File: config.mk
export PLATFORM = sky130hd
export DESIGN_NAME = greedy_ratio_assignment_unit
export DESIGN_NICKNAME = d
export VERILOG_FILES = /design/src/gra_pkg.sv /design/src/gra_pair_store.sv /design/src/gra_min_unit.sv /design/src/greedy_ratio_assignment_unit.sv
export SDC_FILE = /design/constraint.sdc
export NUM_CORES = 1
export LEC_CHECK = 0
export BUFFER_PORTS_ARGS = -buffer_cell sky130_fd_sc_hd__buf_2
export CORE_MARGIN = 2
export CORE_UTILIZATION = 55
export DETAILED_ROUTE_END_ITERATION = 10
export GPL_TIMING_DRIVEN = 0
export MAX_ROUTING_LAYER = met4
export PLACE_DENSITY = 0.71
export SYNTH_ARGS = -nofsm -noshare
export SYNTH_HDL_FRONTEND = slang
export SYNTH_SLANG_ARGS = --single-unit
File: constraint.sdc
create_clock -name i_clk -period 4.6 [get_ports i_clk]
set_input_delay 0.92 -clock i_clk [delete_from_list [all_inputs] [get_ports i_clk]]
set_output_delay 0.92 -clock i_clk [all_outputs]
set_load 0.005 [all_outputs]
File: src/gra_pkg.sv
// Shared types and constants for the greedy ratio assignment block.
`default_nettype none
package gra_pkg;

    // Field widths fixed by the word formats
    localparam int RATIO_W = 16;
    localparam int IDX_W   = 4;
    localparam int SLOTS   = 16;
    localparam int CNT_W   = 5;

    typedef logic [RATIO_W-1:0] t_ratio;
    typedef logic [IDX_W-1:0]   t_idx;
    typedef logic [CNT_W-1:0]   t_cnt;

    // Control from the sequencer to the shared compare unit
    typedef struct packed {
        logic clear;   // start of a round: forget the current best
        logic valid;   // the cell at (row, col) is free and takes part
        t_idx row;
        t_idx col;
    } t_scan_ctl;

    // Running best cell of the current round
    typedef struct packed {
        logic   found;
        t_ratio gap;
        t_idx   row;
        t_idx   col;
    } t_best;

endpackage
`default_nettype wire

File: src/gra_pair_store.sv
// Image and frame ratio storage: one write port, one registered read port per store.
`default_nettype none
module gra_pair_store (
    input  wire                logic i_clk,
    input  wire                logic i_wr_en,
    input  wire  gra_pkg::t_idx      i_wr_addr,
    input  wire  gra_pkg::t_ratio    i_image,
    input  wire  gra_pkg::t_ratio    i_frame,
    input  wire  gra_pkg::t_idx      i_rd_row,
    input  wire  gra_pkg::t_idx      i_rd_col,
    output gra_pkg::t_ratio          o_image,
    output gra_pkg::t_ratio          o_frame
);
    import gra_pkg::*;

    t_ratio r_image [SLOTS];
    t_ratio r_frame [SLOTS];
    t_ratio r_rd_image;
    t_ratio r_rd_frame;

    // Load one pair per accepted word
    always_ff @(posedge i_clk) begin
        if (i_wr_en) begin
            r_image[i_wr_addr] <= i_image;
            r_frame[i_wr_addr] <= i_frame;
        end
    end

    // Row selects the image, column selects the frame; data lands in the next cycle
    always_ff @(posedge i_clk) begin
        r_rd_image <= r_image[i_rd_row];
        r_rd_frame <= r_frame[i_rd_col];
    end

    assign o_image = r_rd_image;
    assign o_frame = r_rd_frame;

endmodule
`default_nettype wire

File: src/gra_min_unit.sv
// Shared distance and compare unit: one cell per cycle, keeps the round's best.
`default_nettype none
module gra_min_unit (
    input  wire                 logic i_clk,
    input  wire                 logic i_rst_n,
    input  wire  gra_pkg::t_scan_ctl  i_ctl,
    input  wire  gra_pkg::t_ratio     i_image,
    input  wire  gra_pkg::t_ratio     i_frame,
    output gra_pkg::t_best            o_best
);
    import gra_pkg::*;

    logic   r_found;
    t_ratio r_gap;
    t_idx   r_row;
    t_idx   r_col;
    t_ratio gap;
    logic   take;

    // Absolute difference, exact in 16 bits
    assign gap = (i_image > i_frame) ? (i_image - i_frame) : (i_frame - i_image);
    // Strict less-than keeps the first cell on ties
    assign take = i_ctl.valid && (!r_found || (gap < r_gap));

    always_ff @(posedge i_clk) begin
        if (!i_rst_n) begin
            r_found <= 1'b0;
        end else if (i_ctl.clear) begin
            r_found <= 1'b0;
        end else if (take) begin
            r_found <= 1'b1;
        end
    end

    // Payload of the best cell
    always_ff @(posedge i_clk) begin
        if (take) begin
            r_gap <= gap;
            r_row <= i_ctl.row;
            r_col <= i_ctl.col;
        end
    end

    assign o_best.found = r_found;
    assign o_best.gap   = r_gap;
    assign o_best.row   = r_row;
    assign o_best.col   = r_col;

endmodule
`default_nettype wire

File: src/greedy_ratio_assignment_unit.sv
// Top level: load sequencer, greedy scan control, assignment table, result register.
//
//  channel  dir  tdata bits                                  tlast
//  s_axis   in   [15:0] image_ratio, [31:16] frame_ratio      last
//  m_axis   out  [3:0] image_sel, [7:4] frame_sel             last_result
//
// Loading accepts one word per cycle. A word with tlast starts the assignment:
// N rounds, each issuing all N*N cells in turn to one shared distance/compare
// unit behind the registered store read, then a flush state for the last
// compare to land and a commit state, then N results at one per cycle when
// m_axis_tready is high.
// s_axis_tready is low from the tlast word until the final result is loaded.
// A low m_axis_tready holds the result word; the scan itself never stalls.
// Synchronous active-low reset clears the control state; stores are unset.
`default_nettype none
module greedy_ratio_assignment_unit #(
    parameter int MAX_ITEMS = 16
) (
    input  wire  logic        i_clk,
    input  wire  logic        i_rst_n,
    input  wire  logic        s_axis_tvalid,
    output logic              s_axis_tready,
    input  wire  logic [31:0] s_axis_tdata,   // image_ratio, frame_ratio
    input  wire  logic        s_axis_tlast,   // last
    output logic              m_axis_tvalid,
    input  wire  logic        m_axis_tready,
    output logic [7:0]        m_axis_tdata,   // image_sel, frame_sel
    output logic              m_axis_tlast    // last_result
);
    import gra_pkg::*;

    localparam int CAP_I = (MAX_ITEMS < SLOTS) ? MAX_ITEMS : SLOTS;
    localparam t_cnt CAP = CNT_W'(CAP_I);

    localparam logic [2:0] ST_LOAD   = 3'd0;
    localparam logic [2:0] ST_SCAN   = 3'd1;
    localparam logic [2:0] ST_FLUSH  = 3'd2;
    localparam logic [2:0] ST_COMMIT = 3'd3;
    localparam logic [2:0] ST_EMIT   = 3'd4;

    logic [2:0]       r_state, n_state;
    t_cnt             r_cnt;
    t_cnt             r_round;
    logic [SLOTS-1:0] r_row, r_col;
    t_idx             r_i, r_j, r_emit;
    t_idx             r_assign [SLOTS];
    logic             r_cmp_valid;
    t_idx             r_cmp_row, r_cmp_col;
    logic             r_out_valid;
    logic [7:0]       r_out_data;
    logic             r_out_last;

    t_scan_ctl scan_ctl;
    t_best     best;
    t_ratio    rd_image, rd_frame;
    t_idx      last_idx;
    t_cnt      round_inc;
    logic      in_acc, store_en, last_cell, out_load, emit_done, round_done;
    logic      cell_free;

    assign in_acc    = s_axis_tvalid && s_axis_tready;
    assign store_en  = in_acc && (r_cnt < CAP);
    assign last_idx  = IDX_W'(r_cnt - 5'd1);
    assign last_cell = (r_i == last_idx) && (r_j == last_idx);
    assign round_inc = r_round + 5'd1;
    assign round_done = (round_inc == r_cnt) || !best.found;
    assign out_load  = (r_state == ST_EMIT) && (!r_out_valid || m_axis_tready);
    assign emit_done = out_load && (r_emit == last_idx);
    assign cell_free = (r_state == ST_SCAN) && !r_row[r_i] && !r_col[r_j];

    // Cell tag is registered alongside the store read so the two stay aligned
    always_ff @(posedge i_clk) begin
        if (!i_rst_n) begin
            r_cmp_valid <= 1'b0;
        end else begin
            r_cmp_valid <= cell_free;
        end
        r_cmp_row <= r_i;
        r_cmp_col <= r_j;
    end

    // Scan control for the shared unit
    always_comb begin
        scan_ctl.row   = r_cmp_row;
        scan_ctl.col   = r_cmp_col;
        scan_ctl.valid = r_cmp_valid;
        scan_ctl.clear = (in_acc && s_axis_tlast) ||
                         ((r_state == ST_COMMIT) && !round_done);
    end

    gra_pair_store u_store (
        .i_clk     (i_clk),
        .i_wr_en   (store_en),
        .i_wr_addr (IDX_W'(r_cnt)),
        .i_image   (s_axis_tdata[15:0]),
        .i_frame   (s_axis_tdata[31:16]),
        .i_rd_row  (r_i),
        .i_rd_col  (r_j),
        .o_image   (rd_image),
        .o_frame   (rd_frame)
    );

    gra_min_unit u_min (
        .i_clk   (i_clk),
        .i_rst_n (i_rst_n),
        .i_ctl   (scan_ctl),
        .i_image (rd_image),
        .i_frame (rd_frame),
        .o_best  (best)
    );

    // Next state
    always_comb begin
        n_state = r_state;
        unique case (r_state)
            ST_LOAD:   if (in_acc && s_axis_tlast) n_state = ST_SCAN;
            ST_SCAN:   if (last_cell) n_state = ST_FLUSH;
            ST_FLUSH:  n_state = ST_COMMIT;
            ST_COMMIT: n_state = round_done ? ST_EMIT : ST_SCAN;
            ST_EMIT:   if (emit_done) n_state = ST_LOAD;
            default:   n_state = ST_LOAD;
        endcase
    end

    // Control registers
    always_ff @(posedge i_clk) begin
        if (!i_rst_n) begin
            r_state     <= ST_LOAD;
            r_cnt       <= '0;
            r_row       <= '0;
            r_col       <= '0;
            r_out_valid <= 1'b0;
        end else begin
            r_state <= n_state;
            if (store_en) r_cnt <= r_cnt + 5'd1;
            if ((r_state == ST_COMMIT) && best.found) begin
                r_row[best.row] <= 1'b1;
                r_col[best.col] <= 1'b1;
            end
            if (emit_done) begin
                r_cnt <= '0;
                r_row <= '0;
                r_col <= '0;
            end
            if (out_load) r_out_valid <= 1'b1;
            else if (m_axis_tready) r_out_valid <= 1'b0;
        end
    end

    // Scan position, round and emit counters
    always_ff @(posedge i_clk) begin
        if (scan_ctl.clear) begin
            r_i <= '0;
            r_j <= '0;
        end else if (r_state == ST_SCAN) begin
            if (r_j == last_idx) begin
                r_j <= '0;
                r_i <= r_i + 4'd1;
            end else begin
                r_j <= r_j + 4'd1;
            end
        end
        if (in_acc && s_axis_tlast) r_round <= '0;
        else if (r_state == ST_COMMIT) r_round <= round_inc;
        if (r_state == ST_COMMIT) r_emit <= '0;
        else if (out_load) r_emit <= r_emit + 4'd1;
    end

    // Assignment table
    always_ff @(posedge i_clk) begin
        if ((r_state == ST_COMMIT) && best.found) r_assign[best.row] <= best.col;
    end

    // Result register
    always_ff @(posedge i_clk) begin
        if (out_load) begin
            r_out_data <= {r_assign[r_emit], r_emit};
            r_out_last <= (r_emit == last_idx);
        end
    end

    assign s_axis_tready = (r_state == ST_LOAD);
    assign m_axis_tvalid = r_out_valid;
    assign m_axis_tdata  = r_out_data;
    assign m_axis_tlast  = r_out_last;

endmodule
`default_nettype wire

# == Yosys cells after proc, flatten, opt, wreduce, memory -nomap -nowiden ==
# Memory sizes are Yosys's and may differ from the RTL's. A register that Yosys moved wholly into a read port is not among the register bits.
# Cells that the tools add are included.
# totals
reg_bits,101
ramBits,576
output_inout_bits,11
word_cells,101
n_memories,3
# mem_list
memory,depth,word_bits,rd,rd_clocked_by_memory_dff,write_ports,line,text
u_store.r_frame,16,16,1,1,1,gra_pair_store.sv:17,t_ratio r_frame [SLOTS];
u_store.r_image,16,16,1,1,1,gra_pair_store.sv:16,t_ratio r_image [SLOTS];
r_assign,16,4,1,1,1,greedy_ratio_assignment_unit.sv:46,t_idx r_assign [SLOTS];
# classes
add_sub_neg,8
magnitude_cmp,9
n_eq_ne,11
mux,21
bitwise,3
reduce_logical,28
# ops
operator,n
16-bit OR,2
16-bit subtractor,2
4-bit by 5-bit < comparator with 1-bit output (second input constant),4
16-bit greater-than comparator,1
16-bit < comparator,1
16-bit 2-to-1 mux,1
3-bit case mux with 5 select lines,1
1-bit logical AND,13
4-bit by 1-bit adder with 4-bit output (second input constant),3
4-bit == test,3
3-bit 2-to-1 mux,4
5-bit by 1-bit adder with 5-bit output (second input constant),2
1-bit 2-to-1 mux,10
1-bit binary-select mux with 4-bit select,2
1-bit demux with 4-bit select,2
4-bit by 1-bit greater-or-equal comparator with 1-bit output (second input constant),2
3-bit by 2-bit == test with 1-bit output (second input constant),2
5-bit == test,1
1-bit logical NOT,5
5-bit < comparator (second input constant),1
1-bit logical OR,4
4-bit 2-to-1 mux,1
2-bit inequality test (second input constant),2
2-bit OR reduction,2
9 further kinds,9

# == Depth between registers and ports, before layout ==
# depth
word_depth,7
ltp_mapped,21

# == Hierarchy ==
# A second synthesis with hierarchy kept.
# unflattened
hier_cells,1571
hier_area_um2,28489.8
# modules_own_cells
mod,n_inst,cells_per_inst,area_each_um2
gra_pair_store,1,841,19981.7
greedy_ratio_assignment_unit,1,422,5745.5
gra_min_unit,1,308,2762.6

# == Least setup slack after synthesis ==
# No wires, ideal clock.
# synth_path
kind,register to register
from,"reg u_store.r_rd_image[11], in the netlist u_store.o_image[11], read port of u_store.r_image"
to,reg u_min.r_col[0] (enable)
arrival_time_ps,4555
required_ps,4187
path_slack_ps,-369
stages_incl_launch_ff,21
n_path_buf,2
synth_period_minus_slack_ps,4969
path_cell_list,dfxtp_1 -> inv_1 -> ha_1 -> buf_6 -> a21oi_2 -> o21ai_2 -> a311oi_4 -> a21oi_4 -> buf_6 -> mux2i_1 -> mux2i_1 -> o31ai_1 -> nor3_1 -> ha_1 -> a21o_1 -> a21o_1 -> a21oi_1 -> o21ai_0 -> nand2_1 -> nand2_1 -> a21oi_1
# synth_via
elab_chain_len,5
elab_cells_between_ends,7
classes_between,add/sub: 2; order compare: 2; mux: 1; reduce/logical: 2
# synth_lines
item,line,text
"start, declared",gra_pair_store.sv:18,t_ratio r_rd_image;
16-bit subtractor or 16-bit greater-than comparator (tied branches),gra_min_unit.sv:21,assign gap = (i_image > i_frame) ? (i_image - i_frame) : (i_frame - i_image);
16-bit 2-to-1 mux (*),gra_min_unit.sv:21,
net u_min.gap[13],gra_min_unit.sv:17,t_ratio gap;
16-bit < comparator (*),gra_min_unit.sv:23,assign take = i_ctl.valid && (!r_found || (gap < r_gap));
1-bit logical OR (*),gra_min_unit.sv:23,
1-bit logical AND (*),gra_min_unit.sv:23,
net u_min.take,gra_min_unit.sv:18,logic take;
"end signal, assigned",gra_min_unit.sv:40,r_col <= i_ctl.col;
"end, declared",gra_min_unit.sv:16,t_idx r_col;
# Mark *: on every way through the listed nets, which the timed path passes. The rest lies on a longest branch.
# A chain may end at the register's enable or synchronous reset.

# == Final worst setup path ==
# layout_path
from,"reg u_store.r_rd_image[0], in the netlist u_store.o_image[0], read port of u_store.r_image"
to,reg u_min.r_col[3] (enable)
# The elaborated chain is that of the path after synthesis.

==> impl_results.md <==
* Post-layout util at 63.84%
* # IOs at 48
* Clk_lat worst skew at 0.61 ns
* Layout cell share with drive strength beyond 1 at 27.66%
* Worst R2R Path Depth at 21
* Clock Sinks at 709
* Sequential share of the synthesized area at 71.34%
* DRC violations left at 0
* Hpwl dp at 40880 um
* Synthesized area per cell at 18.72 um^2
* Final net count at 1776
* Post-placement cell count at 2274
* Fin area at 32680 um^2
* F_max at 229.5 MHz
* EDFF count, synth at 609
* Wire per inst at 26.09 um
* Syn_nets at 1613
* Largest net degree at the start of global routing at 24
* Die Span Y at 231.4 um
* Int Power at 11.60 mW
* DR vias/cell at 6.034
* Worst Setup SP: u_store.o_image[0]
* Sequential share of power at 46.8%
* Hold depth at 0
* Core region area at 51200 um^2
* Post-route ant nets at 0
* Cts hold-fix bufs at 0
* Min-delay src: r_i[3]
* Std cell rows at 83
* Netlist cell types at 71
* Fin Hold WS at 0.3410 ns
* P_leak at 10.85 nW
* Hold Path Class: reg -> reg
* Crit-path max cell delay at 0.41 ns
* Slew headroom at 23.71%
* Setup WS pre-CTS at -1.048 ns
* Die ar. at 53540 um^2
* Die Wd at 231.4 um
* Worst setup margin at 0.2436 ns
* Fin crit share at 94.70%
* CP arrival at 4.67 ns
* Worst Setup End Kind: flip-flop
* Top_reg_cell synth: edfxtp_1
* Psw at 3.921 mW
* Final wirelength at 63220 um
* CP Cell Sequence: inv_1 -> ha_2 -> inv_2 -> fa_2 -> a211oi_2 -> o21ai_2 -> o21ai_2 -> buf_4 -> a21o_2 -> buf_4 -> nor3_1 -> a21oi_1 -> xor2_1 -> ha_1 -> a21o_1 -> a21oi_1 -> o21ai_1 -> nand2_1 -> nand2_2 -> a21oi_4 -> clkbuf_16
* Tot GR Track Use at 25.14%
* P&R area growth vs syn at 14.92%
* Synth Register Bits at 709
* Skew final at 0.02391 ns
* Crit path buffers/inverters at 5
* GPL Wtd Cong at 0.9134
* Share of synthesized flip-flops with an asynchronous set or reset at 0%
* Syn Inst Count at 1519
* Clk buf depth at 3
* CP max FO at 10
* Initial DRC Count at 1440
* Num CTS Buffers at 72
* Initial Utilization at 55.55%
* Worst slew pin tran at 1.144 ns
* CP required at 4.92 ns
* Drt pass-1 iters at 5
* Critical path type: reg -> reg
* Delay-heaviest family, CP: compound AO/OA/AOI/OAI gates
* Max Cap Violations at 0
* Initial antenna violation count at 4
* Setup-failing EPs final at 0
* Sw frac at 25.27%
* Fin crit period at 4.356 ns
* Most frequent cells in the layout: 609 x edfxtp_1, 190 x mux4_2, 107 x nor2_1, 96 x dfxtp_1, 76 x clkbuf_16
* Outcome: completed
* Final Hold Viols at 0
* Worst VDD drop at 0.2860 mV
* Commonest non-fill, non-tap cell in the layout: edfxtp_1
* CTS tree: yes
* Clock Root Buffer: clkbuf_16
* Combinational power share at 16.5%
* Slowest cell on the critical path: xor2_1
* CP Depth at 21
* Final Slew Violations at 0
* RR Startpoint: u_store.o_image[0]
* Htree depth at 3
* Power per standard cell area at 474.8 nW/um^2
* Placement Cell Area at 30070 um^2
* Cell Area, Synth at 28440 um^2
* Port buffer count at 47
* Total number of vias at 14620
* Vias in the first global route at 14740
* Non-filler instance count after layout at 2423
* Global-route wire length before repair at 93870 um
* Clock-pin slew on the worst setup and hold paths at 0.06 ns
* Clock Power Share at 36.7%
* Synth warnings at 0
* Worst setup SP type: flip-flop
* Grt total ovfl at 0
-- Yosys cell counts, types with 12 or more instances --
cell type | number | area (um^2)
edfxtp_1 | 609 | 18290
mux4_2 | 190 | 4279
nor2_1 | 119 | 446.7
dfxtp_1 | 100 | 2002
inv_1 | 59 | 221.5
ha_1 | 55 | 688.2
a21oi_1 | 44 | 220.2
nand2_1 | 43 | 161.4
clkbuf_1 | 30 | 112.6
xnor2_1 | 28 | 245.2
buf_2 | 26 | 130.1
nor3_1 | 26 | 130.1
xor2_1 | 18 | 157.7
mux2i_1 | 15 | 150.1
o21ai_0 | 14 | 70.07
a21o_1 | 13 | 97.59
nand3_1 | 12 | 60.06
-- worst reg2reg max path: cells and delay by family, from the launching register on --
family / cells / cell delay (ns)
buf+inv: 5 / 0.65
compound gates: 9 / 1.48
fa+ha+maj: 3 / 0.90
simple gates: 3 / 0.25
flops: 1 / 0.36
xor+xnor: 1 / 0.41
-- power by group through the flow --
stage	registers [mW]	clock network (mW)	logic (mW)
after floorplan	7.36	0	1.65
after global placement	7.40	0	2.25
after detailed placement	7.39	0	2.32
after CTS	7.26	5.79	2.37
after global routing	7.27	6.02	2.79
final	7.26	5.70	2.56
-- final timing paths --
| check | end | slack (ns) |
|---|---|---|
| worst min register to register | r_cmp_row[3] | 0.34 |
| worst max-delay path | u_min.r_col[3] | 0.24 |
| worst max register to register | u_min.r_col[3] | 0.24 |
| worst min-delay path | r_cmp_row[3] | 0.34 |
-- sequential cells by signal, indices dropped and copies added (netlist names), 3 cells and up --
signal / flops
r_i: 4
r_row: 16
r_emit: 4
r_cnt: 5
u_store.r_image: 256
r_j: 4
u_min.r_gap: 16
r_state: 3
r_round: 5
r_assign: 64
r_cmp_col: 4
u_store.o_frame: 16
r_cmp_row: 4
u_store.r_frame: 256
u_min.r_row: 4
r_col: 16
m_axis_tdata: 8
u_min.r_col: 4
u_store.o_image: 16
-- repair_timing --
| item | in CTS | in global routing |
|---|---|---|
| pin swaps | 4 | 14 |
| buffers inserted | 3 | 9 |
| resized for setup | 6 | 28 |
| cloned | 1 | 1 |
| endpoints found under the hold margin | 0 | 0 |
| setup endpoints to repair | 24 | 24 |
-- kinds of logic (layout without fill, tap and decap cells) --
logic type	Yosys count	in the layout	synth area share, %
XOR/XNOR	46	46	1.417
other	0	4	0
AO/OA/AOI/OAI	116	117	2.723
flip-flops	709	709	71.34
multiplexers	206	206	15.63
buffers and inverters	132	351	2.077
AND/OR/NAND/NOR	253	253	4.250
adder cells (fa/ha/maj)	57	57	2.561
-- metal layers --
layer,vias up,routed length (um),track usage [%]
li1,6349,-,-
met2,575,31070,39.38
met5,-,0,-
met4,0,2122,9.819
met1,7571,25860,33.26
met3,125,4179,4.392
-- stage by stage --
stage / setup TNS [ns] / total power, mW
after floorplan: 0 / 9.012
after global placement: -677.72 / 9.645
after detailed placement: -25.08 / 9.718
after CTS: 0 / 15.42
after global routing: -0.07691 / 16.08
final: 0 / 15.52
-- layout make-up --
type / instances / area [um^2]
inverters: 59 / 221.5
fillers: 3363 / 18520
repair buffers: 88 / 810.8
clock inverters: 34 / 285.3
plain buffers: 73 / 372.9
well taps: 680 / 850.8
diodes: 4 / 10.01
multi-input cells: 679 / 7815
flip-flops and latches: 709 / 20300
clock buffers: 97 / 2019
Note: power is estimated with default switching activity, not from simulation.
